### config.mk
export PLATFORM = sky130hd
export DESIGN_NAME = hs_cell
export DESIGN_NICKNAME = d
export VERILOG_FILES = /design/src/rtl/hs_pkg.sv /design/src/rtl/hs_cell.sv
export SDC_FILE = /design/constraint.sdc
export NUM_CORES = 1
export LEC_CHECK = 0
export ABC_CLOCK_PERIOD_IN_PS = 4000
export BUFFER_PORTS_ARGS = -buffer_cell sky130_fd_sc_hd__buf_2
export CORE_UTILIZATION = 45
export CTS_CLUSTER_DIAMETER = 30
export DETAILED_ROUTE_END_ITERATION = 8
export PLACE_DENSITY = 0.81
export SETUP_SLACK_MARGIN = 0.15
export SYNTH_ARGS = -nofsm -noshare
export SYNTH_HDL_FRONTEND = slang
export SYNTH_SLANG_ARGS = --single-unit
### constraint.sdc
create_clock -name clk_i -period 4 [get_ports clk_i]
set_clock_uncertainty 0.1 [all_clocks]
set_input_delay 0.4 -clock clk_i [delete_from_list [all_inputs] [get_ports clk_i]]
set_output_delay 0.4 -clock clk_i [all_outputs]
set_load 0.01 [all_outputs]
### src/rtl/hs_pkg.sv
// Heap sorter package: widths, depth, sequencer state and cell control.
// No dependencies; imported by hs_cell and heap_sorter.
`timescale 1ns / 1ps
`default_nettype none

package hs_pkg;

  localparam int unsigned MaxElements = 64;
  localparam int unsigned ValueW      = 32;

  typedef logic signed [ValueW-1:0] value_t;

  typedef enum logic [1:0] {
    StLoad = 2'b01,
    StEmit = 2'b10
  } state_e;

  typedef struct packed {
    logic insert;
    logic shift;
  } hs_ctrl_t;

endpackage

`default_nettype wire

### src/rtl/hs_cell.sv
// Heap sorter cell: one sorted slot of the insertion chain.
// Depends on hs_pkg; instantiated in a row by heap_sorter.
`timescale 1ns / 1ps
`default_nettype none

module hs_cell import hs_pkg::*; (
  input  wire      clk_i,
  input  wire      rst_ni,
  input  hs_ctrl_t ctrl_i,
  input  value_t   x_i,
  input  value_t   prev_val_i,
  input  logic     prev_vld_i,
  input  logic     prev_take_i,
  input  value_t   next_val_i,
  input  logic     next_vld_i,
  output value_t   val_o,
  output logic     vld_o,
  output logic     take_o
);

  value_t val_q, val_d;
  logic   vld_q, vld_d;

  assign take_o = !vld_q || (val_q > x_i);
  assign val_o  = val_q;
  assign vld_o  = vld_q;

  always_comb begin
    val_d = val_q;
    vld_d = vld_q;
    if (ctrl_i.insert) begin
      if (take_o) begin
        val_d = prev_take_i ? prev_val_i : x_i;
        vld_d = vld_q | !prev_take_i | prev_vld_i;
      end
    end else if (ctrl_i.shift) begin
      val_d = next_val_i;
      vld_d = next_vld_i;
    end
  end

  always_ff @(posedge clk_i or negedge rst_ni) begin
    if (!rst_ni) begin
      vld_q <= 1'b0;
    end else begin
      vld_q <= vld_d;
    end
  end

  always_ff @(posedge clk_i) begin
    val_q <= val_d;
  end

endmodule

`default_nettype wire

==> flow_metrics.py <==
metrics = {
    "route": {
        "drtAntennaViolNets": 0,
        "drc": 0,
        "vias_per_cell": 5.03,
        "drt-wirelength-per-cell_um": 13.1,
        "drtPass1Iterations": 5,
        "via_count": 2410,
        "drtIter0Drc": 47,
        "totalWireLength_um": 6280,
    },
    "critical_path": {
        "worstPathRequired_ns": 3.88,
        "worstPathArrival_ns": 2.74,
        "critPathTopFamily": "simple AND/OR/NAND/NOR gates",
        "worstSetupPathType": "flop to flop",
        "critPathSlowestCell": "nor3b_4",
        "path_cells": "ha_1 > nand4_1 > a2111o_1 > a31oi_1 > nor3_1 > nor3b_4 > buf_4",
        "critPathLaunchType": "flop",
        "path_buf_inv": 1,
        "cp-end-kind": "flop",
        "cpPeakStageDelay_ns": 0.50,
        "critPathMaxFanout": 12,
    },
    "layout": {
        "post-route-cell-area_mm2": 0.00338,
        "syn2layout_area_growth_pct": 33.0,
        "fin_nets": 543,
        "diodes": 0,
        "finish.utilization": 0.641,
        "drive_gt1_frac": 0.362,
        "stdcell_count": 479,
    },
    "synthesis": {
        "yosysMostFrequentCell": "a21oi_1",
        "ys_top_cells_by_area": "edfxtp_1 (38%), ha_1 (16%), mux2i_1 (13%), a21oi_1 (9.3%), nor2_1 (5.8%)",
        "synth_top_area_cell": "edfxtp_1",
        "synth.avg_cell_area_um2": 9.30,
        "syn_inst": 273,
        "synth_top_area_share": 0.379,
        "syn-cell-area_mm2": 0.00254,
        "yosysWarnings": 0,
        "async_reset_ff_frac": 0.0303,
        "synthTopCellsByCount": "a21oi_1 (47), nor2_1 (39), inv_1 (35)",
        "syn_nets": 408,
        "synth_cell_type_count": 29,
        "synth_ff_type": "edfxtp_1",
        "synth_edf_count": 32,
        "synth.ff_latch_count": 33,
        "ys_seq_area_frac": 0.388,
    },
    "timing": {
        "timing.final.ws_setup_ns": 1.14,
        "slew_violations": 0,
        "slew_headroom": 0.355,
        "max_freq_mhz": 350,
        "hold_violations": 0,
        "rsz0062_at_grt": "false",
        "fin_crit_ns": 2.86,
        "tightest_slew_ns": 0.968,
        "finalCritPeriodShare": 0.714,
        "setup_tns_ns": 0,
        "setup_viol": 0,
    },
    "placement": {
        "io_buffers": 136,
        "place.gp.congestion": 0.778,
        "dp_hpwl_um": 5190,
        "dp.cells": 470,
        "dpl-instance-area_mm2": 0.00329,
        "pre_cts_ws_ns": 0.993,
    },
    "floorplan": {
        "fp.dieArea_mm2": 0.00595,
        "fp.dieH_um": 77.1,
        "start_util": 0.482,
        "num_rows": 26,
        "die_w_um": 77.1,
        "core_mm2": 0.00527,
        "io_pins": 137,
    },
    "outcome": {
        "outcome": "completed",
    },
    "pwr": {
        "vdd_drop_max_mv": 0.175,
        "leakage_nw": 1.75,
        "p_per_area_mw_per_mm2": 323,
    },
    "cts": {
        "cts_tree": "yes",
        "cts_buffers": 5,
        "cts_sinks": 33,
        "clock_path_buffers": 2,
        "htreeDepth": 2,
        "post_cts_resized": 0,
        "cts-root-buf": "clkbuf_8",
        "cts.clk_slew.worst_paths_ns": 0.06,
        "clk_latency_ns": 0.28,
    },
    "global_routing": {
        "grt_pass1_wl_um": 10200,
        "grt_antenna_before_repair": 0,
        "grt_max_degree": 52,
        "grt-ovfl-total": 0,
        "grt_pass1_vias": 2399,
        "track_usage": 0.214,
    },
    "min_path": {
        "hp-class": "input pin to async pin",
    },
    "job": {
        "max-cap-violations": 0,
    },
}
==> layout by cell type (no fill, tap or decap) <==
cell type	instances
o21ai_0	6
nor4_2	1
a2111o_1	1
dfrtp_1	1
o21ai_1	1
a2bb2oi_1	1
nand2_1	10
nor3_1	2
clkbuf_1	3
nand4_1	7
o211ai_1	1
buf_4	3
and3_1	1
clkbuf_8	5
a2111oi_0	1
inv_1	35
a211oi_1	1
a22oi_1	2
mux2i_1	32
nor2b_1	2
dlygate4sd3_1	1
a21oi_1	47
ha_1	32
a21bo_2	1
edfxtp_1	32
nand4_2	1
nor4_1	1
a31oi_1	2
nor3b_4	1
buf_2	136
nor2_1	39
==> state kept, by name, indices dropped and copies added, names as in the netlist <==
| register | cells |
|---|---|
| val_o | 32 |
| vld_o | 1 |
==> area by class of cell <==
class                           count  area (um^2)
Sequential cell                    33          986
Tap cell                           70         87.6
Fill cell                         484         1890
Multi-Input combinational cell    193         1380
Timing Repair Buffer              140          713
Clock buffer                        8         80.1
Inverter                           35          131
==> where the power goes <==
group          total [mW]  leakage [nW]  internal, mW  switching, mW
logic               0.379          1.39         0.168          0.211
registers           0.477         0.323         0.449         0.0280
clock network       0.234        0.0395         0.123          0.111
==> worst register-to-register path: stages, from the launching register on <==
cell and delay, ns:
edfxtp_1 0.41, ha_1 0.32, nand4_1 0.18, a2111o_1 0.43, a31oi_1 0.21, nor3_1 0.11, nor3b_4 0.50, buf_4 0.31
==> routing by layer <==
layer  routed length [um]  global-route usage
met1                 2720               0.246
met2                 3090               0.390
met3                  393              0.0536
met4                   70              0.0604
met5                    0                   0
==> what timing repair did <==
item,4_1_cts,5_1_grt
hold buffers,1,0
hold endpoints to repair,1,0
setup buffers,0,0
endpoints found under the setup margin,0,0
==> metrics by stage <==
stage,hold WS (ns),power (mW)
6_report,0.327,1.09
5_1_grt,0.329,1.16
4_1_cts,0.314,1.10
3_5_place_dp,0.0767,0.864
3_3_place_gp,0.0771,0.850
2_1_floorplan,0.00441,0.699
==> cells by family after synthesis <==
logic type                 count (synthesis)  synth area share
adders and majority gates                 32             0.158
and+or+nand+nor                           65             0.118
muxes                                     32             0.126
buffers and inverters                     47            0.0710
DFF                                       33             0.388
AOI/OAI and AO/OA                         64             0.138
==> path summary, 6_finish.rpt <==
kind,start,end,slack [ns],cells past startpoint
max,val_o[13]$_DFFE_PP_,val_o[30]$_DFFE_PP_,1.14,7
min,rst_ni,vld_o$_DFFE_PN0P_,0.33,2
max reg2reg,val_o[13]$_DFFE_PP_,val_o[30]$_DFFE_PP_,1.14,7
min reg2reg,vld_o$_DFFE_PN0P_,vld_o$_DFFE_PN0P_,0.62,2
max in group asynchronous,rst_ni,vld_o$_DFFE_PN0P_,3.39,2
min in group clk_i,prev_vld_i,vld_o$_DFFE_PN0P_,0.33,3
(Power assumes the default switching activity.)
